[src/rtl/mtd_pkg.sv]
package mtd_pkg;

  localparam int CharWidth  = 8;
  localparam int MaxResults = 3;
  localparam int B64Width   = 18;

  localparam logic [CharWidth-1:0] CharEquals  = 8'h3d;
  localparam logic [CharWidth-1:0] CharSpace   = 8'h20;
  localparam logic [CharWidth-1:0] CharTab     = 8'h09;
  localparam logic [CharWidth-1:0] CharCr      = 8'h0d;
  localparam logic [CharWidth-1:0] CharNewline = 8'h0a;

  typedef enum logic [1:0] {
    ENC_PLAIN  = 2'd0,
    ENC_BASE64 = 2'd1,
    ENC_QP     = 2'd2,
    ENC_RSVD   = 2'd3
  } enc_t;

  typedef enum logic [1:0] {
    QP_IDLE = 2'd0,
    QP_EQ   = 2'd1,
    QP_HIGH = 2'd2,
    QP_DROP = 2'd3
  } qp_phase_t;

  typedef struct packed {
    logic [CharWidth-1:0] char_in;
    logic                 line_end;
    logic                 part_start;
  } item_t;

  // Results of one item: count of valid bytes, bytes in emit order, error flag
  typedef struct packed {
    logic [1:0]                           count;
    logic [MaxResults-1:0][CharWidth-1:0] bytes;
    logic                                 err;
  } group_t;

  // {valid, value}
  function automatic logic [4:0] hex_decode(input logic [CharWidth-1:0] c);
    logic [CharWidth-1:0] d;
    d = 8'h00;
    if (c >= 8'h30 && c <= 8'h39) begin
      d = c - 8'h30;
      return {1'b1, d[3:0]};
    end
    if (c >= 8'h61 && c <= 8'h66) begin
      d = c - 8'h57;
      return {1'b1, d[3:0]};
    end
    if (c >= 8'h41 && c <= 8'h46) begin
      d = c - 8'h37;
      return {1'b1, d[3:0]};
    end
    return 5'd0;
  endfunction

  // {valid, value}
  function automatic logic [6:0] b64_decode(input logic [CharWidth-1:0] c);
    logic [CharWidth-1:0] d;
    d = 8'h00;
    if (c >= 8'h41 && c <= 8'h5a) begin
      d = c - 8'h41;
      return {1'b1, d[5:0]};
    end
    if (c >= 8'h61 && c <= 8'h7a) begin
      d = c - 8'h47;
      return {1'b1, d[5:0]};
    end
    if (c >= 8'h30 && c <= 8'h39) begin
      d = c + 8'h04;
      return {1'b1, d[5:0]};
    end
    if (c == 8'h2b) return {1'b1, 6'd62};
    if (c == 8'h2f) return {1'b1, 6'd63};
    return 7'd0;
  endfunction

endpackage

[src/rtl/mime_transfer_decoder_top.sv]
// Path: an accepted item sits in the input register; once the result register is free,
// its results are loaded there and show on m_* one byte at a time, first byte first.
// Throughput: one item per cycle while the receiver is ready and each item yields at most
// one byte; an item with up to three results holds the result register until its last
// byte is taken, so a run is set by the output serialiser. Synchronous active-high rst
// clears all decoder state and the mode.
module mime_transfer_decoder_top (
  input  logic                          clk,
  input  logic                          rst,
  // configuration: transfer encoding (0 plain, 1 base64, 2 quoted-printable)
  input  logic                          cfg_wen,
  input  logic [1:0]                    cfg_wdata,
  // input items
  input  logic                          s_tvalid,
  output logic                          s_tready,
  input  logic [mtd_pkg::CharWidth-1:0] s_tdata,  // [7:0] char_in
  input  logic                          s_tlast,  // line_end
  input  logic                          s_tuser,  // part_start
  // result items
  output logic                          m_tvalid,
  input  logic                          m_tready,
  output logic [mtd_pkg::CharWidth-1:0] m_tdata,  // [7:0] byte_out
  output logic                          m_tlast,  // last_of_run
  output logic                          m_tuser   // decode_error
);
  import mtd_pkg::*;

  enc_t   encoding;
  item_t  item;
  logic   in_valid;
  logic   free;
  logic   advance;
  logic   load;
  group_t grp;

  // Mode register; the user must write it only while the decoder is idle, the block does not enforce it.
  always_ff @(posedge clk) begin
    if (rst) begin
      encoding <= ENC_PLAIN;
    end else if (cfg_wen) begin
      encoding <= enc_t'(cfg_wdata);
    end
  end

  // Advance the held item into the decoder state once the result register can take
  // its results; accept a new item in the same cycle.
  assign advance  = in_valid && free;
  assign s_tready = !in_valid || advance;
  assign load     = advance && (grp.count != 2'd0);

  always_ff @(posedge clk) begin
    if (rst) begin
      in_valid <= 1'b0;
    end else if (s_tready) begin
      in_valid <= s_tvalid;
    end
  end

  // Payload of the input register, no reset needed.
  always_ff @(posedge clk) begin
    if (s_tvalid && s_tready) begin
      item.char_in    <= s_tdata;
      item.line_end   <= s_tlast;
      item.part_start <= s_tuser;
    end
  end

  // Decode one item into up to three bytes and update base64/QP state.
  mtd_decode u_decode (
    .clk      (clk),
    .rst      (rst),
    .step     (advance),
    .item     (item),
    .encoding (encoding),
    .grp      (grp)
  );

  // Hold the result group and hand out one byte a cycle while m_tready is high.
  mtd_out u_out (
    .clk      (clk),
    .rst      (rst),
    .load     (load),
    .grp_in   (grp),
    .free     (free),
    .m_tvalid (m_tvalid),
    .m_tready (m_tready),
    .m_tdata  (m_tdata),
    .m_tlast  (m_tlast),
    .m_tuser  (m_tuser)
  );

`ifndef NO_ASSERTIONS
  a_hold_item: assert property (@(posedge clk) disable iff (rst)
    in_valid && !advance |=> in_valid)
    else $error("held item lost while stalled");

  a_accept_fills: assert property (@(posedge clk) disable iff (rst)
    s_tvalid && s_tready |=> in_valid)
    else $error("accepted item not in input register");

  a_drain_empty: assert property (@(posedge clk) disable iff (rst)
    m_tvalid && m_tready && m_tlast && !load |=> !m_tvalid)
    else $error("result register not empty after last byte");

  a_load_free: assert property (@(posedge clk) disable iff (rst)
    load |-> free)
    else $error("results loaded over a pending group");
`endif

endmodule

[src/rtl/mtd_decode.sv]
module mtd_decode (
  input  logic           clk,
  input  logic           rst,
  input  logic           step,
  input  mtd_pkg::item_t item,
  input  mtd_pkg::enc_t  encoding,
  output mtd_pkg::group_t grp
);
  import mtd_pkg::*;

  qp_phase_t             qp_phase, qp_phase_next;
  logic [3:0]            qp_high_nibble, qp_high_nibble_next;
  logic [B64Width-1:0]   b64_bits, b64_bits_next;
  logic [1:0]            b64_count, b64_count_next;
  logic                  pad_seen, pad_seen_next;
  logic                  err_seen, err_seen_next;

  qp_phase_t             ph;
  logic [3:0]            hi;
  logic [B64Width-1:0]   bits;
  logic [1:0]            cnt;
  logic                  pad;
  logic                  err;
  logic [4:0]            hx;
  logic [6:0]            bv;
  logic [23:0]           word;
  logic                  is_ws;
  logic                  newline;

  always_comb begin
    // part start clears the state seen by this item
    ph   = item.part_start ? QP_IDLE : qp_phase;
    hi   = item.part_start ? 4'd0 : qp_high_nibble;
    bits = item.part_start ? '0 : b64_bits;
    cnt  = item.part_start ? 2'd0 : b64_count;
    pad  = item.part_start ? 1'b0 : pad_seen;
    err  = item.part_start ? 1'b0 : err_seen;

    hx    = hex_decode(item.char_in);
    bv    = b64_decode(item.char_in);
    word  = {bits, bv[5:0]};
    is_ws = (item.char_in == CharSpace) ||
            (item.char_in >= CharTab && item.char_in <= CharCr);
    newline = item.line_end;

    qp_phase_next       = ph;
    qp_high_nibble_next = hi;
    b64_bits_next       = bits;
    b64_count_next      = cnt;
    pad_seen_next       = pad;
    err_seen_next       = err;

    grp.count = 2'd0;
    grp.bytes = '0;

    case (encoding)
      ENC_BASE64: begin
        if (pad || is_ws) begin
          // skip
        end else if (item.char_in == CharEquals) begin
          case (cnt)
            2'd1: err_seen_next = 1'b1;
            2'd2: begin
              grp.count    = 2'd1;
              grp.bytes[0] = bits[11:4];
            end
            2'd3: begin
              grp.count    = 2'd2;
              grp.bytes[0] = bits[17:10];
              grp.bytes[1] = bits[9:2];
            end
            default: ;
          endcase
          b64_bits_next  = '0;
          b64_count_next = 2'd0;
          pad_seen_next  = 1'b1;
        end else if (!bv[6]) begin
          err_seen_next = 1'b1;
        end else if (cnt == 2'd3) begin
          grp.count      = 2'd3;
          grp.bytes[0]   = word[23:16];
          grp.bytes[1]   = word[15:8];
          grp.bytes[2]   = word[7:0];
          b64_bits_next  = '0;
          b64_count_next = 2'd0;
        end else begin
          b64_bits_next  = {bits[11:0], bv[5:0]};
          b64_count_next = cnt + 2'd1;
        end
      end
      ENC_QP: begin
        case (ph)
          QP_IDLE: begin
            if (item.char_in == CharEquals) begin
              if (item.line_end) newline = 1'b0;
              else qp_phase_next = QP_EQ;
            end else begin
              grp.count    = 2'd1;
              grp.bytes[0] = item.char_in;
            end
          end
          QP_EQ: begin
            if (!hx[4]) begin
              err_seen_next = 1'b1;
              qp_phase_next = QP_DROP;
            end else if (item.line_end) begin
              grp.count    = 2'd1;
              grp.bytes[0] = {4'd0, hx[3:0]};
            end else begin
              qp_high_nibble_next = hx[3:0];
              qp_phase_next       = QP_HIGH;
            end
          end
          QP_HIGH: begin
            grp.count = 2'd1;
            if (!hx[4]) begin
              err_seen_next = 1'b1;
              grp.bytes[0]  = {4'd0, hi};
            end else begin
              grp.bytes[0]  = {hi, hx[3:0]};
            end
            qp_phase_next = QP_IDLE;
          end
          default: qp_phase_next = QP_IDLE;
        endcase
        if (item.line_end) qp_phase_next = QP_IDLE;
        if (newline) begin
          grp.bytes[grp.count] = CharNewline;
          grp.count            = grp.count + 2'd1;
        end
      end
      default: begin
        // plain, and the unused code that behaves as plain
        grp.bytes[0] = item.char_in;
        grp.bytes[1] = CharNewline;
        grp.count    = item.line_end ? 2'd2 : 2'd1;
      end
    endcase

    grp.err = err_seen_next;
  end

  always_ff @(posedge clk) begin
    if (rst) begin
      qp_phase       <= QP_IDLE;
      qp_high_nibble <= 4'd0;
      b64_bits       <= '0;
      b64_count      <= 2'd0;
      pad_seen       <= 1'b0;
      err_seen       <= 1'b0;
    end else if (step) begin
      qp_phase       <= qp_phase_next;
      qp_high_nibble <= qp_high_nibble_next;
      b64_bits       <= b64_bits_next;
      b64_count      <= b64_count_next;
      pad_seen       <= pad_seen_next;
      err_seen       <= err_seen_next;
    end
  end

endmodule

[src/rtl/mtd_out.sv]
module mtd_out (
  input  logic                            clk,
  input  logic                            rst,
  input  logic                            load,
  input  mtd_pkg::group_t                 grp_in,
  output logic                            free,
  output logic                            m_tvalid,
  input  logic                            m_tready,
  output logic [mtd_pkg::CharWidth-1:0]   m_tdata,
  output logic                            m_tlast,
  output logic                            m_tuser
);
  import mtd_pkg::*;

  group_t     grp;
  logic [1:0] idx;
  logic       take;

  assign m_tvalid = (grp.count != 2'd0);
  assign m_tdata  = grp.bytes[idx];
  assign m_tlast  = (idx == grp.count - 2'd1);
  assign m_tuser  = grp.err;
  assign take     = m_tvalid && m_tready;
  assign free     = !m_tvalid || (take && m_tlast);

  // Bytes and error flag need no reset; only the count marks the group as valid
  always_ff @(posedge clk) begin
    if (rst) begin
      grp.count <= 2'd0;
      idx       <= 2'd0;
    end else if (load) begin
      grp       <= grp_in;
      idx       <= 2'd0;
    end else if (take) begin
      if (m_tlast) grp.count <= 2'd0;
      idx <= m_tlast ? 2'd0 : idx + 2'd1;
    end
  end

endmodule

[config.mk]
export PLATFORM = sky130hd
export DESIGN_NAME = mime_transfer_decoder_top
export DESIGN_NICKNAME = d
export VERILOG_FILES = /design/src/rtl/mtd_pkg.sv /design/src/rtl/mime_transfer_decoder_top.sv /design/src/rtl/mtd_decode.sv /design/src/rtl/mtd_out.sv
export SDC_FILE = /design/constraint.sdc
export NUM_CORES = 1
export LEC_CHECK = 0
export BUFFER_PORTS_ARGS = -buffer_cell sky130_fd_sc_hd__buf_2
export CAP_MARGIN = 20
export CORE_MARGIN = 1
export CORE_UTILIZATION = 54
export CTS_CLUSTER_SIZE = 28
export DETAILED_ROUTE_END_ITERATION = 8
export GPL_TIMING_DRIVEN = 0
export PLACE_DENSITY = 0.85
export SYNTH_ARGS = -nofsm -noshare
export SYNTH_HDL_FRONTEND = slang
export SYNTH_SLANG_ARGS = --single-unit
[constraint.sdc]
create_clock -name clk -period 4.35 [get_ports clk]
set_clock_uncertainty 0.05 [all_clocks]
set_input_delay 0.435 -clock clk [delete_from_list [all_inputs] [get_ports clk]]
set_output_delay 0.435 -clock clk [all_outputs]
set_load 0.03 [all_outputs]
# == After elaboration in Yosys (flattened, before gate mapping) ==
# Index checks and enable logic that the tools add are counted.
# totals
regBits,70
output_inout_bits,12
# classes
n_reduce_logical,27
eq_ne,12
bitwise_logic,4
n_mux,107
magnitude_cmp,13
n_addsub,10
# ops
operator,n
$mux 18,6
$mux 26,4
$mux 7,10
$mux 8,8
$mux 1,37
$mux 2,18
$eq 8x6->1 const B,4
$le 8x7->1 const B,4
$pmux 16 s2,1
$pmux 8 s2,2
$mux 5,6
$mux 4,6
$pmux 8 s3,1
$and 6x18->18,1
$not 18->18,1
$bmux 8 s2,1
$demux 8 s2,1
$ge 8x7->1 const B,2
$mux 16,1
$logic_and 1x1->1,12
$pmux 2 s2,3
$eq 2x2->1 const B,4
$ge 8x4->1 const B,1
$ge 8x6->1 const B,1
other kinds (23),38

# == Longest topological paths before layout ==
# Gate-level depths: netlist of run 1.
# depth
ltp_word,27
ltp_mapped,15
mapped_depth_nobuf,13

# == Modules after synthesis ==
# A second synthesis of run 1 with hierarchy kept.
# unflattened
cells_unflattened,498
hier_area_um2,4575.6
# by_module_without_submodules
mod,seq_area_each_um2,instances,cells_per_inst,area_each_um2
mtd_decode,560.5,1,392,2984.1
mtd_out,830.8,1,83,1158.6
mime_transfer_decoder_top,360.3,1,23,432.9

# == Worst setup path after synthesis of run 1 ==
# OpenSTA, ideal clock, no wires.
# synth_timing
kind,register to register
start,register item[4] (netlist name)
end,register u_out.grp[10] (netlist name) (enable)
setup_slack_ns,-0.446
t_arrival_ns,4.308
setup_time_ns,0.438
synth_period_minus_slack_ns,4.796
stages_incl_launch_ff,15
cell_sequence,edfxtp_1 > clkbuf_1 > inv_1 > ha_1 > nor2b_1 > o21ai_1 > and2_1 > clkbuf_1 > a2111oi_0 > nor3_1 > ha_1 > nand2_1 > nand2_1 > a2111oi_2 > nor3_1
# synth_between
elab_chain_cells,18
word_cells_on_any_way,72
# synth_rtl
element,line_no,rtl
branches (longest 14 deep; another with $ge 8x7->1),-,
$pmux 2 s2 *,mtd_decode.sv:56,case (encoding)
$reduce_bool 2->1 *,mime_transfer_decoder_top.sv:49,assign load = advance && (grp.count != 2'd0);
$logic_and 1x1->1 *,mime_transfer_decoder_top.sv:49,
$reduce_and 2->1 (no line) *,-,
end signal: assignment,mtd_out.sv:32,grp <= grp_in;
end: declaration,mtd_out.sv:15,group_t grp;
# Every way passes the cells marked *. The select of a mux whose other input is x is not followed.
# A chain may end at the register's enable or synchronous reset.

# == Worst setup path in the final report of run 1 ==
# layout_timing
start,register item[4] (netlist name)
end,register u_out.grp[11] (netlist name) (enable)
# layout_between
elab_chain_cells,18
word_cells_on_any_way,72
# layout_rtl
element,line_no
branches (longest 14 deep; another with $ge 8x7->1),-
$pmux 2 s2 *,mtd_decode.sv:56
$reduce_bool 2->1 *,mime_transfer_decoder_top.sv:49
$logic_and 1x1->1 *,mime_transfer_decoder_top.sv:49
$reduce_and 2->1 (no line) *,-
# Marks and branches as above.

==> results of run 1 <==
[critical path, delay by kind of cell, from the launching register on]
| kind | cells | cell delay (ps) |
|---|---|---|
| flip-flops | 1 | 470 |
| adder cells (fa/ha/maj) | 2 | 460 |
| AO/OA/AOI/OAI | 4 | 1180 |
| AND/OR/NAND/NOR | 5 | 690 |
| buffers and inverters | 4 | 860 |
[power groups by stage]
stage / combinational, mW / sequential (mW) / clock, mW
after floorplan: 0.164 / 0.744 / 0
final: 0.235 / 0.733 / 0.507
after global placement: 0.222 / 0.747 / 0
after CTS: 0.231 / 0.733 / 0.512
after detailed placement: 0.230 / 0.748 / 0
after global routing: 0.254 / 0.736 / 0.540
[worst max-delay path by stage]
stage	to	slack, ps	cells past startpoint
6_report	u_out.grp[11]	350	15
5_1_grt	u_out.grp[11]	140	15
4_1_cts	u_out.grp[19]	180	15
3_5_place_dp	u_out.grp[20]	230	15
3_3_place_gp	u_out.grp[20]	-500	14
2_1_floorplan	u_out.grp[10]	330	14
[flip-flops by register name, summed over array words and instances (netlist names)]
name and cells:
u_decode.b64_bits 18, u_decode.pad_seen 1, u_decode.qp_high_nibble 4, u_decode.err_seen 1, encoding 2, u_out.m_tuser 1
item 10, in_valid 1, u_decode.b64_count 2, u_out.grp 26, u_out.idx 2, u_decode.qp_phase 2
[synthesized netlist by cell type (all sizes together) (5+ instances only)]
| library cell | number |
|---|---|
| nor2 | 31 |
| a22oi | 17 |
| nand2 | 42 |
| a22o | 16 |
| mux2i | 11 |
| xnor2 | 5 |
| o21ai | 36 |
| nor2b | 15 |
| edfxtp | 35 |
| ha | 22 |
| and2 | 12 |
| a21oi | 16 |
| o211ai | 5 |
| buf | 11 |
| inv | 29 |
| nor3 | 10 |
| xor2 | 5 |
| and3 | 6 |
| clkbuf | 13 |
| nand3 | 10 |
| dfxtp | 35 |
[stage by stage]
stage	setup slack [ps]	hold slack (ps)	TNS [ps]	instances	power [mW]
final	355	201	0	591	1.47
after CTS	184	193	0	591	1.48
after global routing	137	186	0	591	1.53
after detailed placement	226	402	0	575	0.978
after floorplan	328	382	0	448	0.908
after global placement	-499	394	-12440	574	0.969
[repair_timing]
item | CTS | global route
resized for setup | 0 | 4
hold buffers | 0 | 0
buffers inserted | 0 | 0
endpoints found under the hold margin | 0 | 0
setup endpoints to repair | 0 | 29
[layer usage]
metal / wire length, µm / share of wire (%)
met1: 4640 / 44
met2: 4990 / 47
met3: 694 / 6.5
met4: 331 / 3.1
met5: 0 / 0
[layout make-up]
cell class	instances	area [µm²]	area share, %
Buffer	24	109	2.33
Multi-Input combinational cell	325	2220	47.5
Clock inverter	5	40.0	0.858
Clock buffer	11	153	3.27
Sequential cell	70	1750	37.5
Tap cell	99	124	2.65
Timing Repair Buffer	28	163	3.49
Inverter	29	109	2.33
[kinds of logic after synthesis]
kind of cell / synth area share (%)
AOI/OAI and AO/OA: 23.6
xor gates and xnor gates: 2.10
adders and majority gates: 6.60
buffers and inverters: 5.19
DFF: 42.0
muxes: 3.18
and+or+nand+nor: 17.3
==> qor.yml, run 1 <==
yosysSeqAreaShare_pct: 42.0
stdcell_area_um2: 4670
holdCritPathClass: "in -> reg"
nFillCells: 627
cts_tree: "built"
p_seq_share_pct: 49.7
place_congestion: 0.961
post_drt_via_cell_ratio: 6.17
status: "completed"
ant_nets: 0
globalRoute.busiestLayer: "met2"
met1_usage_pct: 36.6
r2r_cells: 15
wl_per_cell_um: 18.0
clkPwrFrac_pct: 34.4
grt_pass1_wl_um: 17000
routed_wl_um: 10700
yosysWarnings: 0
min_period_ps: 4000
r2r_slack_ps: 350
met2_usage_pct: 43.5
cap_violations: 0
synth.avg_cell_area_um2: 9.31
fin_crit_sh_pct: 91.8
dieArea_um2: 8080
switching_share_pct: 29.2
switchingPower_mw: 0.430
hold_depth: 1
min_to: "item[7]"
drive_gt1_share_pct: 14.0
crit_chain: "clkbuf_2 > inv_1 > ha_1 > nor2b_1 > o21ai_1 > and2_1 > clkbuf_1 > a2111oi_2 > nor3_1 > ha_1 > a21oi_1 > nand2_1 > a2111oi_2 > nor3_4 > buf_16"
synth_nets: 487
grt-ovfl-total: 0
initial_core_util_pct: 56.6
crit_type: "reg -> reg"
area_growth_pct: 11.9
max_freq_mhz: 250
ys_types: 69
synth_top_cell_area_share_pct: 25.2
mostFrequentLayoutCells: "41 x nand2_1, 35 x dfxtp_1, 35 x edfxtp_1"
syn_inst: 448
yosysTopAreaCell: "edfxtp_1"
nets: 526
combPwrFrac_pct: 15.9
ir_drop_v: 0.000189
critPathSlowestCell: "edfxtp_1"
coreArea_um2: 7370
dr.pass1.iters: 6
start_kind: "register"
hold_violations: 0
internal-power_mw: 1.04
worst_pin_slew_ps: 821
crit_path_start: "item[4]"
critPathMaxFanout: 24
htree_levels: 3
cts-root-buf: "clkbuf_8"
synth_edf_count: 35
r2r_end: "u_out.grp[11]"
slowest_delay_ps: 470
pin_count: 29
final_core_util_pct: 63.3
clk_pin_slew_ps: 80
rows: 31
worst-endpoint-arrival_ps: 4050
synthesis.area_um2: 4170
critPathCaptureType: "register"
synth_area_leaders: "edfxtp_1 25%, dfxtp_1 17%, ha_1 6.6%, o21ai_0 3.7%, nand2_1 3.7%"
portBuffers: 27
synth-main-ff-cell: "edfxtp_1"
grt_pass1_vias: 3371
vias: 3645
drt_iter0_drc: 389
p_leak_nw: 1.75
placed_area_um2: 4470
clock_latency_ps: 350
cts_made_buffers: 9
power_density_nw_per_um2: 316
worstPathRequired_ps: 4400
hp-start: "s_tdata[5]"
use_met3_pct: 4.48
antenna_found_initial: 0
async_flop_share_pct: 0
layout_commonest_cell: "nand2_1"
ys_seq_elements: 70
rr_startpoint: "item[4]"
drc: 0
die_h_um: 89.9
antenna_cells: 0
grt_usage_pct: 27.3
slew_violations: 0
grt_max_degree: 25
clk_path_buf_depth: 2
maxSlewHeadroom_pct: 44.9
die_w_um: 89.9
rsz0062_at_grt: "false"
cts_sinks: 70
hpwl_um: 7920
finalSetupViolations: 0
Note: power is estimated with default switching activity, not from simulation.
==> run 2: changes to the inputs <==
--- a/config.mk
+++ b/config.mk
@@ -12,7 +12,7 @@
 export CTS_CLUSTER_SIZE = 28
 export DETAILED_ROUTE_END_ITERATION = 8
 export GPL_TIMING_DRIVEN = 0
-export PLACE_DENSITY = 0.85
+export PLACE_DENSITY = 0.82
 export SYNTH_ARGS = -nofsm -noshare
 export SYNTH_HDL_FRONTEND = slang
 export SYNTH_SLANG_ARGS = --single-unit
==> constraint.sdc (replaced) <==
create_clock -name clk -period 4.6 [get_ports clk]
set_clock_uncertainty 0.05 [all_clocks]
set_input_delay 0.46 -clock clk [delete_from_list [all_inputs] [get_ports clk]]
set_output_delay 0.46 -clock clk [all_outputs]
set_load 0.03 [all_outputs]
==> run 2 against run 1 <==
Net effect:
- core utilization fell by 0.15 points
- non-clock buffer count is the same
- sequential share of layout area up 0.091 points
- setup slack improved by 27 ps
- flip-flop and latch count stayed put
- register-to-register slack improved by 30 ps
- maximum frequency down 5.3%
- sequential power shrank 5.3%
==> qor.yml, run 2 (same netlist as run 1, synthesis figures left out) <==
clk_pin_slew_ps: 80
wl_per_cell_um: 18.3
nFillCells: 639
pin_count: 29
grt-ovfl-total: 0
internal-power_mw: 0.963
antenna_found_initial: 0
largest_register: "u_out.grp"
crit_type: "reg -> reg"
antenna_cells: 0
worst-endpoint-arrival_ps: 4280
largest_reg_flops: 26
drt_iter0_drc: 251
drive_gt1_share_pct: 13.8
slew_violations: 0
status: "completed"
r2r_end: "u_out.grp[4]"
crit_family: "compound AO/OA/AOI/OAI gates"
dr.pass1.iters: 5
cts_tree: "built"
layout_commonest_cell: "nand2_1"
hp-start: "s_tdata[3]"
cts-root-buf: "clkbuf_8"
critPathCaptureType: "register"
ant_nets: 0
r2r_cells: 15
cts_setup_buffers: 0
holdCritPathClass: "in -> reg"
coreArea_um2: 7370
post_drt_via_cell_ratio: 6.19
grt_max_degree: 25
rows: 31
path_buf_inv: 4
clkPwrFrac_pct: 34.1
use_met3_pct: 6.18
nets: 526
min_to: "item[5]"
rsz0062_at_grt: "false"
rr_startpoint: "item[4]"
switchingPower_mw: 0.429
start_kind: "register"
grt_pass1_vias: 3586
p_leak_nw: 1.74
grt_usage_pct: 28.0
drc: 0
worst_pin_slew_ps: 818
fin_crit_sh_pct: 91.7
globalRoute.busiestLayer: "met2"
min_period_ps: 4220
die_h_um: 89.9
htree_levels: 3
post_cts_resized: 0
switching_share_pct: 30.8
finalSetupViolations: 0
hpwl_um: 8190
met1_usage_pct: 35.5
crit_cells: 15
dieArea_um2: 8080
cap_violations: 0
grt_pass1_wl_um: 17700
portBuffers: 27
crit_chain: "clkbuf_1 > inv_1 > ha_1 > nand2_1 > o21ai_1 > and2_1 > clkbuf_1 > a2111oi_1 > nor3_1 > ha_1 > a21oi_1 > nand2_1 > a2111oi_2 > nor3_4 > buf_16"
cts_hold_buf: 0
routed_wl_um: 10800
critPathSlowestCell: "a2111oi_1"
post-place-ws_ps: 423
place_congestion: 0.975
hold_depth: 1
mostFrequentLayoutCells: "41 x nand2_1, 35 x dfxtp_1, 35 x edfxtp_1"
r2r_slack_ps: 380
power_density_nw_per_um2: 299
hold_violations: 0
cts_sinks: 70
clk_path_buf_depth: 2
met2_usage_pct: 45.4
worstPathRequired_ps: 4660
top_regs: "u_out.grp (26), u_decode.b64_bits (18), item (10)"
max_freq_mhz: 237
p_seq_share_pct: 49.8
combPwrFrac_pct: 16.0
slowest_delay_ps: 500
maxSlewHeadroom_pct: 45.1
cts_made_buffers: 9
initial_core_util_pct: 56.6
clock_latency_ps: 360
ir_drop_v: 0.000206
vias: 3656
power.total_mw: 1.39
area_growth_pct: 11.7
fin_ws_ps: 382
die_w_um: 89.9
critPathMaxFanout: 24
==> run 2: cell types whose count changed in the layout (fill, tap and decap cells not counted) <==
cell	delta
a2111oi_2	-1
clkbuf_2	-1
clkinvlp_4	+2
clkinv_4	-2
inv_6	+1
clkbuf_16	-1
inv_8	+2
clkinv_2	-1
a2111oi_1	+1
==> run 2: how the worst max path moves through the flow <==
stage / end / slack (ps) / startpoint
2_1_floorplan: u_out.grp[10] / 580 / item[4]
3_3_place_gp: u_out.grp[21] / -310 / item[4]
3_5_place_dp: u_out.grp[20] / 420 / item[4]
4_1_cts: u_out.grp[3] / 390 / item[4]
5_1_grt: u_out.grp[1] / 100 / item[4]
6_report: u_out.grp[4] / 380 / item[4]
==> run 2: layout make-up <==
type                       count  area, µm²  share of cell area, %
multi-input combinational    325       2210                   47.5
sequential                    70       1750                   37.6
timing repair buffer          28        163                   3.49
clock buffer                   9        124                   2.66
tap                           99        124                   2.66
inverter                      29        109                   2.34
buffer                        24        108                   2.31
clock inverter                 7       63.8                   1.37
==> run 2: power groups by stage <==
stage / combinational [mW] / sequential (mW) / clock (mW)
after global routing: 0.243 / 0.697 / 0.505
after global placement: 0.211 / 0.707 / 0
after floorplan: 0.155 / 0.704 / 0
after CTS: 0.220 / 0.693 / 0.478
after detailed placement: 0.219 / 0.708 / 0
final: 0.223 / 0.694 / 0.475
==> run 2: per-layer routing <==
layer / wire, µm / share of wire [%]
met1: 4660 / 43
met2: 5040 / 47
met3: 756 / 7.0
met4: 341 / 3.2
met5: 0 / 0
==> run 2: stage by stage <==
stage                     instances  instance area (µm²)  TNS [ps]  hold slack (ps)  util (%)
after floorplan                 448                 4170         0              382         -
after global routing            591                 4660         0              212      63.2
final                           591                 4660         0              226      63.2
after global placement          574                 4430     -7640              395      60.2
after CTS                       591                 4650         0              218      63.2
after detailed placement        575                 4470         0              416      60.6
